$ cat config.mk
export PLATFORM = sky130hd
export DESIGN_NAME = grid_atlas_layout_top
export DESIGN_NICKNAME = d
export VERILOG_FILES = /design/src/design/gal_pkg.sv /design/src/design/gal_seq.sv /design/src/design/gal_dp.sv /design/src/design/grid_atlas_layout_top.sv
export SDC_FILE = /design/constraint.sdc
export NUM_CORES = 2
export LEC_CHECK = 0
export ABC_AREA = 1
export BUFFER_PORTS_ARGS = -buffer_cell sky130_fd_sc_hd__clkbuf_2
export CAP_MARGIN = 20
export CORE_MARGIN = 2
export CORE_UTILIZATION = 60
export DETAILED_ROUTE_END_ITERATION = 16
export PLACE_DENSITY = 0.86
export SYNTH_ARGS = -nofsm -noshare
export SYNTH_HDL_FRONTEND = slang
export SYNTH_SLANG_ARGS = --single-unit
export TNS_END_PERCENT = 30
$ cat constraint.sdc
create_clock -name clk_i -period 14.1 [get_ports clk_i]
set_input_delay 2.115 -clock clk_i [delete_from_list [all_inputs] [get_ports clk_i]]
set_output_delay 2.115 -clock clk_i [all_outputs]
set_load 0.01 [all_outputs]
$ cat src/design/gal_pkg.sv
// ----------------------------------------------------------------------------
// gal_pkg
// Shared types, constants and the control store of the grid atlas layout block.
// ----------------------------------------------------------------------------
`default_nettype none

package gal_pkg;

  localparam int unsigned MAX_IMAGES_DEF = 64;
  localparam int unsigned DIM_BITS_DEF   = 12;

  localparam int unsigned IMG_DIM_W = 12;
  localparam int unsigned PAD_W     = 8;
  localparam int unsigned POS_W     = 19;
  localparam int unsigned GRID_W    = 7;
  localparam int unsigned ATLAS_W   = 18;

  localparam int unsigned STEP_W = 3;
  typedef logic [STEP_W-1:0] step_t;

  localparam step_t STEP_LOAD      = 3'd0;
  localparam step_t STEP_RHS       = 3'd1;
  localparam step_t STEP_SEARCH    = 3'd2;
  localparam step_t STEP_ROWS_INIT = 3'd3;
  localparam step_t STEP_ROWS      = 3'd4;
  localparam step_t STEP_AW        = 3'd5;
  localparam step_t STEP_AH        = 3'd6;
  localparam step_t STEP_EMIT      = 3'd7;

  typedef enum logic [2:0] {
    OP_NONE,
    OP_LOAD,
    OP_SRCH_INIT,
    OP_SRCH,
    OP_ROWS_INIT,
    OP_ROWS,
    OP_EMIT_INIT,
    OP_EMIT
  } op_e;

  typedef enum logic [1:0] {
    A_COUNT,
    A_COLS,
    A_ROWS
  } a_sel_e;

  typedef enum logic {
    B_CELL_W,
    B_CELL_H
  } b_sel_e;

  typedef enum logic [1:0] {
    MD_NONE,
    MD_RHS,
    MD_AW,
    MD_AH
  } mul_dst_e;

  typedef enum logic [2:0] {
    C_NEVER,
    C_ALWAYS,
    C_LAST_IN,
    C_W_ZERO,
    C_SRCH_DONE,
    C_ROWS_DONE,
    C_EMIT_LAST
  } cond_e;

  typedef struct packed {
    logic     in_ready;
    op_e      op;
    a_sel_e   a_sel;
    b_sel_e   b_sel;
    mul_dst_e mul_dst;
    cond_e    cond;
    step_t    jump;
    logic     adv;
  } ctrl_t;

  typedef struct packed {
    logic last_in;
    logic w_zero;
    logic srch_done;
    logic rows_done;
    logic emit_last;
  } status_t;

  function automatic ctrl_t ucode(input step_t step);
    ctrl_t cw;
    cw = '{in_ready: 1'b0, op: OP_NONE, a_sel: A_COUNT, b_sel: B_CELL_W,
           mul_dst: MD_NONE, cond: C_NEVER, jump: STEP_LOAD, adv: 1'b0};
    case (step)
      STEP_LOAD: begin
        cw.in_ready = 1'b1;
        cw.op       = OP_LOAD;
        cw.cond     = C_LAST_IN;
        cw.jump     = STEP_RHS;
      end
      STEP_RHS: begin
        cw.op      = OP_SRCH_INIT;
        cw.a_sel   = A_COUNT;
        cw.b_sel   = B_CELL_H;
        cw.mul_dst = MD_RHS;
        cw.cond    = C_W_ZERO;
        cw.jump    = STEP_ROWS_INIT;
        cw.adv     = 1'b1;
      end
      STEP_SEARCH: begin
        cw.op   = OP_SRCH;
        cw.cond = C_SRCH_DONE;
        cw.jump = STEP_ROWS_INIT;
      end
      STEP_ROWS_INIT: begin
        cw.op   = OP_ROWS_INIT;
        cw.cond = C_ALWAYS;
        cw.jump = STEP_ROWS;
      end
      STEP_ROWS: begin
        cw.op   = OP_ROWS;
        cw.cond = C_ROWS_DONE;
        cw.jump = STEP_AW;
      end
      STEP_AW: begin
        cw.a_sel   = A_COLS;
        cw.b_sel   = B_CELL_W;
        cw.mul_dst = MD_AW;
        cw.cond    = C_ALWAYS;
        cw.jump    = STEP_AH;
      end
      STEP_AH: begin
        cw.op      = OP_EMIT_INIT;
        cw.a_sel   = A_ROWS;
        cw.b_sel   = B_CELL_H;
        cw.mul_dst = MD_AH;
        cw.cond    = C_ALWAYS;
        cw.jump    = STEP_EMIT;
      end
      STEP_EMIT: begin
        cw.op   = OP_EMIT;
        cw.cond = C_EMIT_LAST;
        cw.jump = STEP_LOAD;
      end
      default: begin
        cw.cond = C_ALWAYS;
        cw.jump = STEP_LOAD;
      end
    endcase
    return cw;
  endfunction

endpackage

`default_nettype wire

$ cat src/design/gal_seq.sv
// ----------------------------------------------------------------------------
// gal_seq
// Step counter and control store; picks the next step from datapath status.
// ----------------------------------------------------------------------------
`default_nettype none

module gal_seq (
  input  wire logic             clk_i,
  input  wire logic             rst_ni,
  input  wire gal_pkg::status_t status_i,
  output gal_pkg::ctrl_t        ctrl_o
);

  gal_pkg::step_t step_q;
  gal_pkg::step_t step_d;
  gal_pkg::ctrl_t cw;
  logic           take_jump;

  assign cw     = gal_pkg::ucode(step_q);
  assign ctrl_o = cw;

  always_comb begin
    case (cw.cond)
      gal_pkg::C_NEVER:     take_jump = 1'b0;
      gal_pkg::C_ALWAYS:    take_jump = 1'b1;
      gal_pkg::C_LAST_IN:   take_jump = status_i.last_in;
      gal_pkg::C_W_ZERO:    take_jump = status_i.w_zero;
      gal_pkg::C_SRCH_DONE: take_jump = status_i.srch_done;
      gal_pkg::C_ROWS_DONE: take_jump = status_i.rows_done;
      gal_pkg::C_EMIT_LAST: take_jump = status_i.emit_last;
      default:              take_jump = 1'b0;
    endcase
  end

  always_comb begin
    if (take_jump) begin
      step_d = cw.jump;
    end else if (cw.adv) begin
      step_d = step_q + gal_pkg::step_t'(1);
    end else begin
      step_d = step_q;
    end
  end

  always_ff @(posedge clk_i or negedge rst_ni) begin
    if (!rst_ni) begin
      step_q <= gal_pkg::STEP_LOAD;
    end else begin
      step_q <= step_d;
    end
  end

endmodule

`default_nettype wire

$ cat src/design/gal_dp.sv
// ----------------------------------------------------------------------------
// gal_dp
// Datapath: cell size, image count, padding store, shared multiplier,
// column and row search registers, position walk and output register.
// ----------------------------------------------------------------------------
`default_nettype none

module gal_dp #(
  parameter int unsigned MAX_IMAGES = gal_pkg::MAX_IMAGES_DEF,
  parameter int unsigned DIM_BITS   = gal_pkg::DIM_BITS_DEF
) (
  input  wire logic                          clk_i,
  input  wire logic                          rst_ni,
  input  wire gal_pkg::ctrl_t                ctrl_i,
  output gal_pkg::status_t                   status_o,
  input  wire logic                          in_valid_i,
  input  wire logic [gal_pkg::IMG_DIM_W-1:0] img_width_i,
  input  wire logic [gal_pkg::IMG_DIM_W-1:0] img_height_i,
  input  wire logic [gal_pkg::PAD_W-1:0]     pad_i,
  input  wire logic                          last_image_i,
  output logic                               out_valid_o,
  input  wire logic                          out_ready_i,
  output logic [gal_pkg::POS_W-1:0]          pos_x_o,
  output logic [gal_pkg::POS_W-1:0]          pos_y_o,
  output logic [gal_pkg::GRID_W-1:0]         grid_columns_o,
  output logic [gal_pkg::GRID_W-1:0]         grid_rows_o,
  output logic [gal_pkg::ATLAS_W-1:0]        atlas_width_o,
  output logic [gal_pkg::ATLAS_W-1:0]        atlas_height_o,
  output logic                               last_pos_o
);

  localparam int unsigned CntW = $clog2(MAX_IMAGES + 1);
  localparam int unsigned IdxW = (MAX_IMAGES > 1) ? $clog2(MAX_IMAGES) : 1;
  localparam int unsigned InW  = (DIM_BITS < gal_pkg::IMG_DIM_W) ? DIM_BITS
                                                                 : gal_pkg::IMG_DIM_W;
  localparam int unsigned PW   = CntW + DIM_BITS;
  localparam int unsigned LW   = DIM_BITS + 2 * CntW + 1;
  localparam int unsigned AccW = CntW + 1;
  localparam int unsigned PosW = gal_pkg::POS_W;
  localparam int unsigned AtW  = gal_pkg::ATLAS_W;
  localparam int unsigned GrW  = gal_pkg::GRID_W;

  logic [DIM_BITS-1:0] cell_w_q, cell_w_d;
  logic [DIM_BITS-1:0] cell_h_q, cell_h_d;
  logic [CntW-1:0]     count_q, count_d;
  logic [CntW-1:0]     cols_q, cols_d;
  logic [CntW-1:0]     rows_q, rows_d;
  logic [LW-1:0]       lhs_q, lhs_d;
  logic [LW-1:0]       inc_q, inc_d;
  logic [AccW-1:0]     acc_q, acc_d;
  logic [PW-1:0]       rhs_q;
  logic [AtW-1:0]      aw_q, ah_q;
  logic [IdxW-1:0]     idx_q, idx_d;
  logic [CntW-1:0]     col_q, col_d;
  logic [PosW-1:0]     xoff_q, xoff_d;
  logic [PosW-1:0]     yoff_q, yoff_d;

  logic [gal_pkg::PAD_W-1:0] pad_mem [MAX_IMAGES];
  logic [gal_pkg::PAD_W-1:0] pad_rd_q;

  logic                out_valid_q;
  logic [PosW-1:0]     pos_x_q, pos_y_q;
  logic [GrW-1:0]      cols_out_q, rows_out_q;
  logic [AtW-1:0]      aw_out_q, ah_out_q;
  logic                last_out_q;

  logic [DIM_BITS-1:0] w_in, h_in;
  logic                in_acc, not_full, store_en;
  logic [CntW-1:0]     mul_a;
  logic [DIM_BITS-1:0] mul_b;
  logic [PW-1:0]       prod;
  logic                srch_done, rows_done, w_zero;
  logic                emit_go, is_last, emit_last;
  logic [PosW-1:0]     pos_x_d, pos_y_d;

  assign w_in     = DIM_BITS'(img_width_i[InW-1:0]);
  assign h_in     = DIM_BITS'(img_height_i[InW-1:0]);
  assign in_acc   = in_valid_i && ctrl_i.in_ready;
  assign not_full = (count_q != CntW'(MAX_IMAGES));
  assign store_en = (ctrl_i.op == gal_pkg::OP_LOAD) && in_acc && not_full;

  assign w_zero    = (cell_w_q == '0);
  assign srch_done = (lhs_q >= LW'(rhs_q)) || (cols_q == CntW'(MAX_IMAGES));
  assign rows_done = (acc_q >= AccW'(count_q));
  assign is_last   = (CntW'(idx_q) == (count_q - CntW'(1)));
  assign emit_go   = (ctrl_i.op == gal_pkg::OP_EMIT) && (!out_valid_q || out_ready_i);
  assign emit_last = emit_go && is_last;

  assign status_o = '{last_in:   in_acc && last_image_i,
                      w_zero:    w_zero,
                      srch_done: srch_done,
                      rows_done: rows_done,
                      emit_last: emit_last};

  // shared multiplier
  always_comb begin
    case (ctrl_i.a_sel)
      gal_pkg::A_COUNT: mul_a = count_q;
      gal_pkg::A_COLS:  mul_a = cols_q;
      gal_pkg::A_ROWS:  mul_a = rows_q;
      default:          mul_a = count_q;
    endcase
    case (ctrl_i.b_sel)
      gal_pkg::B_CELL_W: mul_b = cell_w_q;
      gal_pkg::B_CELL_H: mul_b = cell_h_q;
      default:           mul_b = cell_w_q;
    endcase
  end

  assign prod = PW'(mul_a) * PW'(mul_b);

  always_ff @(posedge clk_i) begin
    case (ctrl_i.mul_dst)
      gal_pkg::MD_RHS: rhs_q <= prod;
      gal_pkg::MD_AW:  aw_q  <= AtW'(prod);
      gal_pkg::MD_AH:  ah_q  <= AtW'(prod);
      default: begin
      end
    endcase
  end

  assign pos_x_d = xoff_q + PosW'(pad_rd_q);
  assign pos_y_d = yoff_q + PosW'(pad_rd_q);

  always_comb begin
    cell_w_d = cell_w_q;
    cell_h_d = cell_h_q;
    count_d  = count_q;
    cols_d   = cols_q;
    rows_d   = rows_q;
    lhs_d    = lhs_q;
    inc_d    = inc_q;
    acc_d    = acc_q;
    idx_d    = idx_q;
    col_d    = col_q;
    xoff_d   = xoff_q;
    yoff_d   = yoff_q;
    case (ctrl_i.op)
      gal_pkg::OP_LOAD: begin
        if (store_en) begin
          if (w_in > cell_w_q) begin
            cell_w_d = w_in;
          end
          if (h_in > cell_h_q) begin
            cell_h_d = h_in;
          end
          count_d = count_q + CntW'(1);
        end
      end
      gal_pkg::OP_SRCH_INIT: begin
        cols_d = w_zero ? count_q : CntW'(1);
        lhs_d  = LW'(cell_w_q);
        inc_d  = LW'({cell_w_q, 1'b0}) + LW'(cell_w_q);
      end
      gal_pkg::OP_SRCH: begin
        if (!srch_done) begin
          cols_d = cols_q + CntW'(1);
          lhs_d  = lhs_q + inc_q;
          inc_d  = inc_q + LW'({cell_w_q, 1'b0});
        end
      end
      gal_pkg::OP_ROWS_INIT: begin
        rows_d = CntW'(1);
        acc_d  = AccW'(cols_q);
      end
      gal_pkg::OP_ROWS: begin
        if (!rows_done) begin
          rows_d = rows_q + CntW'(1);
          acc_d  = acc_q + AccW'(cols_q);
        end
      end
      gal_pkg::OP_EMIT_INIT: begin
        idx_d  = '0;
        col_d  = '0;
        xoff_d = '0;
        yoff_d = '0;
      end
      gal_pkg::OP_EMIT: begin
        if (emit_go) begin
          idx_d = idx_q + IdxW'(1);
          if (col_q == (cols_q - CntW'(1))) begin
            col_d  = '0;
            xoff_d = '0;
            yoff_d = yoff_q + PosW'(cell_h_q);
          end else begin
            col_d  = col_q + CntW'(1);
            xoff_d = xoff_q + PosW'(cell_w_q);
          end
          if (is_last) begin
            cell_w_d = '0;
            cell_h_d = '0;
            count_d  = '0;
          end
        end
      end
      default: begin
      end
    endcase
  end

  always_ff @(posedge clk_i or negedge rst_ni) begin
    if (!rst_ni) begin
      cell_w_q    <= '0;
      cell_h_q    <= '0;
      count_q     <= '0;
      out_valid_q <= 1'b0;
    end else begin
      cell_w_q <= cell_w_d;
      cell_h_q <= cell_h_d;
      count_q  <= count_d;
      if (emit_go) begin
        out_valid_q <= 1'b1;
      end else if (out_ready_i) begin
        out_valid_q <= 1'b0;
      end
    end
  end

  always_ff @(posedge clk_i) begin
    cols_q <= cols_d;
    rows_q <= rows_d;
    lhs_q  <= lhs_d;
    inc_q  <= inc_d;
    acc_q  <= acc_d;
    idx_q  <= idx_d;
    col_q  <= col_d;
    xoff_q <= xoff_d;
    yoff_q <= yoff_d;
  end

  // padding store
  always_ff @(posedge clk_i) begin
    if (store_en) begin
      pad_mem[count_q[IdxW-1:0]] <= pad_i;
    end
    pad_rd_q <= pad_mem[idx_d];
  end

  // output beat register
  always_ff @(posedge clk_i) begin
    if (emit_go) begin
      pos_x_q    <= pos_x_d;
      pos_y_q    <= pos_y_d;
      cols_out_q <= GrW'(cols_q);
      rows_out_q <= GrW'(rows_q);
      aw_out_q   <= aw_q;
      ah_out_q   <= ah_q;
      last_out_q <= is_last;
    end
  end

  assign out_valid_o    = out_valid_q;
  assign pos_x_o        = pos_x_q;
  assign pos_y_o        = pos_y_q;
  assign grid_columns_o = cols_out_q;
  assign grid_rows_o    = rows_out_q;
  assign atlas_width_o  = aw_out_q;
  assign atlas_height_o = ah_out_q;
  assign last_pos_o     = last_out_q;

endmodule

`default_nettype wire

$ cat src/design/grid_atlas_layout_top.sv
// ----------------------------------------------------------------------------
// grid_atlas_layout_top
// Uniform grid atlas layout: collects image sizes and paddings, then emits
// one atlas position per image in row-major order.
// One input beat per cycle while loading; after the last beat, the column
// search and row count run on the shared multiplier and adder loops, then
// one output beat per cycle while the receiver takes them from the output
// register. Reset is asynchronous: it clears the step counter, cell size,
// image count and output valid; paddings are not.
// ----------------------------------------------------------------------------
`default_nettype none

module grid_atlas_layout_top #(
  parameter int unsigned MAX_IMAGES = gal_pkg::MAX_IMAGES_DEF,
  parameter int unsigned DIM_BITS   = gal_pkg::DIM_BITS_DEF
) (
  input  wire logic                          clk_i,
  input  wire logic                          rst_ni,
  input  wire logic                          in_valid_i,
  output logic                               in_ready_o,
  input  wire logic [gal_pkg::IMG_DIM_W-1:0] img_width_i,
  input  wire logic [gal_pkg::IMG_DIM_W-1:0] img_height_i,
  input  wire logic [gal_pkg::PAD_W-1:0]     pad_i,
  input  wire logic                          last_image_i,
  output logic                               out_valid_o,
  input  wire logic                          out_ready_i,
  output logic [gal_pkg::POS_W-1:0]          pos_x_o,
  output logic [gal_pkg::POS_W-1:0]          pos_y_o,
  output logic [gal_pkg::GRID_W-1:0]         grid_columns_o,
  output logic [gal_pkg::GRID_W-1:0]         grid_rows_o,
  output logic [gal_pkg::ATLAS_W-1:0]        atlas_width_o,
  output logic [gal_pkg::ATLAS_W-1:0]        atlas_height_o,
  output logic                               last_pos_o
);

  gal_pkg::ctrl_t   ctrl;
  gal_pkg::status_t status;

  assign in_ready_o = ctrl.in_ready;

  gal_seq u_seq (
    .clk_i    (clk_i),
    .rst_ni   (rst_ni),
    .status_i (status),
    .ctrl_o   (ctrl)
  );

  gal_dp #(
    .MAX_IMAGES (MAX_IMAGES),
    .DIM_BITS   (DIM_BITS)
  ) u_dp (
    .clk_i          (clk_i),
    .rst_ni         (rst_ni),
    .ctrl_i         (ctrl),
    .status_o       (status),
    .in_valid_i     (in_valid_i),
    .img_width_i    (img_width_i),
    .img_height_i   (img_height_i),
    .pad_i          (pad_i),
    .last_image_i   (last_image_i),
    .out_valid_o    (out_valid_o),
    .out_ready_i    (out_ready_i),
    .pos_x_o        (pos_x_o),
    .pos_y_o        (pos_y_o),
    .grid_columns_o (grid_columns_o),
    .grid_rows_o    (grid_rows_o),
    .atlas_width_o  (atlas_width_o),
    .atlas_height_o (atlas_height_o),
    .last_pos_o     (last_pos_o)
  );

endmodule

`default_nettype wire

==> reports/results.ini <==
[logic_synthesis]
synth_seq_cells = 826
netlist.top_cell.by_area = edfxtp_1
syn_nets = 4547
synth.area.top_cells = edfxtp_1, nand3_1, ha_1, nand2_1, inv_1
syn-instance-count = 4246
synth_cell_type_count = 56
yosys_warnings = 0
synth_top_area_share_pct = 53.8
syn_area_um2 = 43400
async_flop_share_pct = 4.24
synth_top_flop_cell = edfxtp_1
synth-seq-area-share_pct = 56.4
synthTopCellsByCount = edfxtp_1, nand2_1, nand3_1, inv_1, nor2_1
synth_most_common_cell = edfxtp_1
avgSynthCellArea_um2 = 10.2
synth_edf_count = 777

[worst_setup_path]
max_stage_delay_ns = 0.65
worst-r2r-setup-slack_ns = 6.91
critical_path_class = reg -> reg
cp_top_family = adder cells
crit_top_cell = nand2_1
cp_num_buf_inv = 7
critPathSlowestCell = o21ai_1
cp.required_ns = 14.55
critPathMaxFanout = 10
rr_endpoint = u_dp.ah_q[15]
r2r_start = u_seq.step_q[0]
end_kind = flip-flop
r2r.worst_path.cells = 27
crit_path_start_kind = flip-flop
cp_num_cells = 27
arrival_ns = 7.64

[timing]
worstMarginPinSlew_ns = 1.09
clock_skew_ns = 0.0465
slew_headroom_pct = 27.5
grt_setup_unrepaired = no
fmax_mhz = 139
drv_slew = 0
setup_viol = 0
fin_crit_ns = 7.19
finalHoldViolations = 0
fin_setup_tns_ns = 0
period_share_pct = 51.0

[cells_and_area]
utilization_pct = 66.5
areaGrowthSynthToFinish_pct = 9.55
multiInputGateArea_um2 = 15800
layout.nets = 4630
diodes = 0
fill_cells = 5085
drive_above_1_share_pct = 7.59
seqCellArea_um2 = 24500

[status]
outcome = complete, no violations

[grt]
grt-ovfl-total = 0
grt_first_pass_wirelength_mm = 174
grt_usage_pct = 30.1
grt_start_max_net_pins = 150
grt_pass1_vias = 31620
use_met3_pct = 5.02
met2_usage_pct = 50.3
gr-max-usage-layer = met2
gr-usage-met1_pct = 38.6
antenna_found_initial = 0

[drt]
drcViolationCount = 0
dr.pass1.iters = 9
wire_per_inst_um = 21.1
via_count = 32560
postRouteAntennaNets = 0
drt_first_iter_violations = 4343
routed_wl_mm = 113
vias_per_cell = 6.08

[die]
io_pins = 128
core_um2 = 71500
die_area_um2 = 74500
start_util_pct = 60.7
row_count = 98
fp.dieH_um = 273
die_w_um = 273

[clock_tree]
clkSinkCount = 826
cts_tree = yes
clkLatencyLatePin_ns = 0.66
cts_hold_buf = 0
cts_made_buffers = 85
post_cts_buffers = 0
post_cts_resized = 0
cts.path.max_buffers = 3
root_buffer = clkbuf_16
clk_pin_slew_ns = 0.07
htreeDepth = 3

[min_path]
min_path_type = reg -> reg
hold_start = u_dp.ah_q[17]
hold_depth = 0
min_to = u_dp.atlas_height_o[17]

[placed_design]
dp_hpwl_mm = 72.5
finalWeightedCongestion = 1.00
port_buffers = 127

[run]
drv_cap = 0

worst reg2reg max path, stage by stage, from the launching register on:
cell,delay (ns)
dfrtp_1,0.46
inv_1,0.18
ha_1,0.30
nand2_1,0.16
ha_1,0.46
inv_2,0.11
o21ai_1,0.65
inv_1,0.19
nand2_1,0.13
fa_1,0.46
fa_1,0.56
inv_1,0.06
fa_1,0.53
inv_1,0.05
fa_1,0.52
inv_1,0.04
ha_1,0.34
nand2_1,0.07
inv_1,0.06
a21oi_1,0.12
o21ai_0,0.34
nand2_1,0.10
nand2_1,0.09
a21oi_1,0.10
o21ai_0,0.37
nand2_1,0.11
nand2_1,0.10
xor2_1,0.30
cell type report:
cell class                      instances  area share [%]
Tap cell                              950            2.50
Inverter                              620            4.90
Multi-Input combinational cell       2637            33.2
Timing Repair Buffer                  159            1.88
Sequential cell                       826            51.5
Clock inverter                         56            1.14
Clock buffer                          103            4.81
kinds of logic after synthesis:
family	Yosys count	share of synthesized area [%]
and+or+nand+nor	1832	20.0
DFF	826	56.4
muxes	1	0.0231
buffers and inverters	783	7.27
AOI/OAI and AO/OA	433	5.48
xor gates and xnor gates	107	2.16
adders and majority gates	264	8.60
worst max-delay path by stage:
stage                               start              to  slack (ns)
after detailed placement  u_seq.step_q[0]   u_dp.aw_q[15]        7.16
final                     u_seq.step_q[0]   u_dp.ah_q[15]        6.91
after global placement    u_seq.step_q[0]   u_dp.ah_q[17]        7.41
after global routing      u_seq.step_q[0]   u_dp.ah_q[15]        6.40
after floorplan           u_seq.step_q[1]  u_dp.cols_q[0]        7.28
after CTS                 u_seq.step_q[0]   u_dp.ah_q[15]        7.06
through the flow:
stage               hold slack [ns]  setup slack [ns]  instance area (µm²)  instances
floorplan                     0.400              7.28                43400       4246
global placement              0.401              7.41                44700       5191
detailed placement            0.405              7.16                44700       5191
CTS                           0.422              7.06                47500       5350
global route                  0.426              6.40                47500       5351
finish                        0.419              6.91                47500       5351
per-layer routing:
| metal | part of all wire, % | up-vias |
|---|---|---|
| met2 | 48 | 1961 |
| met5 | 0 | - |
| met4 | 5.2 | 0 |
| met3 | 9.5 | 409 |
| li1 | - | 14708 |
| met1 | 37 | 15482 |
sequential cells by signal, indices dropped and copies added, names as in the netlist, 18 cells and up:
| name | flops |
|---|---|
| u_dp.atlas_width_o | 18 |
| u_dp.lhs_q | 27 |
| u_dp.pos_y_o | 19 |
| u_dp.ah_q | 18 |
| u_dp.rhs_q | 19 |
| u_dp.inc_q | 27 |
| u_dp.pos_x_o | 19 |
| u_dp.pad_mem | 512 |
| u_dp.yoff_q | 19 |
| u_dp.atlas_height_o | 18 |
| u_dp.aw_q | 18 |
| u_dp.xoff_q | 19 |
cells in the final DEF (no fill, tap or decap), types with 14 or more instances in the layout:
cell | Yosys | routed
inv_1 | 605 | 605
clkinv_2 | 0 | 18
o21ai_0 | 170 | 169
nor3_1 | 31 | 31
nand3b_1 | 194 | 194
xnor2_1 | 35 | 35
nand2_1 | 652 | 651
a21oi_1 | 177 | 177
nand4_1 | 26 | 26
o21ai_1 | 15 | 15
clkinv_1 | 1 | 21
fa_1 | 57 | 57
clkbuf_16 | 0 | 88
nand3_1 | 625 | 625
dfrtp_1 | 35 | 35
buf_4 | 18 | 31
edfxtp_1 | 777 | 777
ha_1 | 207 | 207
clkbuf_2 | 0 | 127
dfxtp_1 | 14 | 14
nor2_1 | 258 | 257
xor2_1 | 72 | 72
Power is not shown: default switching activity piles up to over one toggle a cycle in this logic, so the estimate is an artifact.
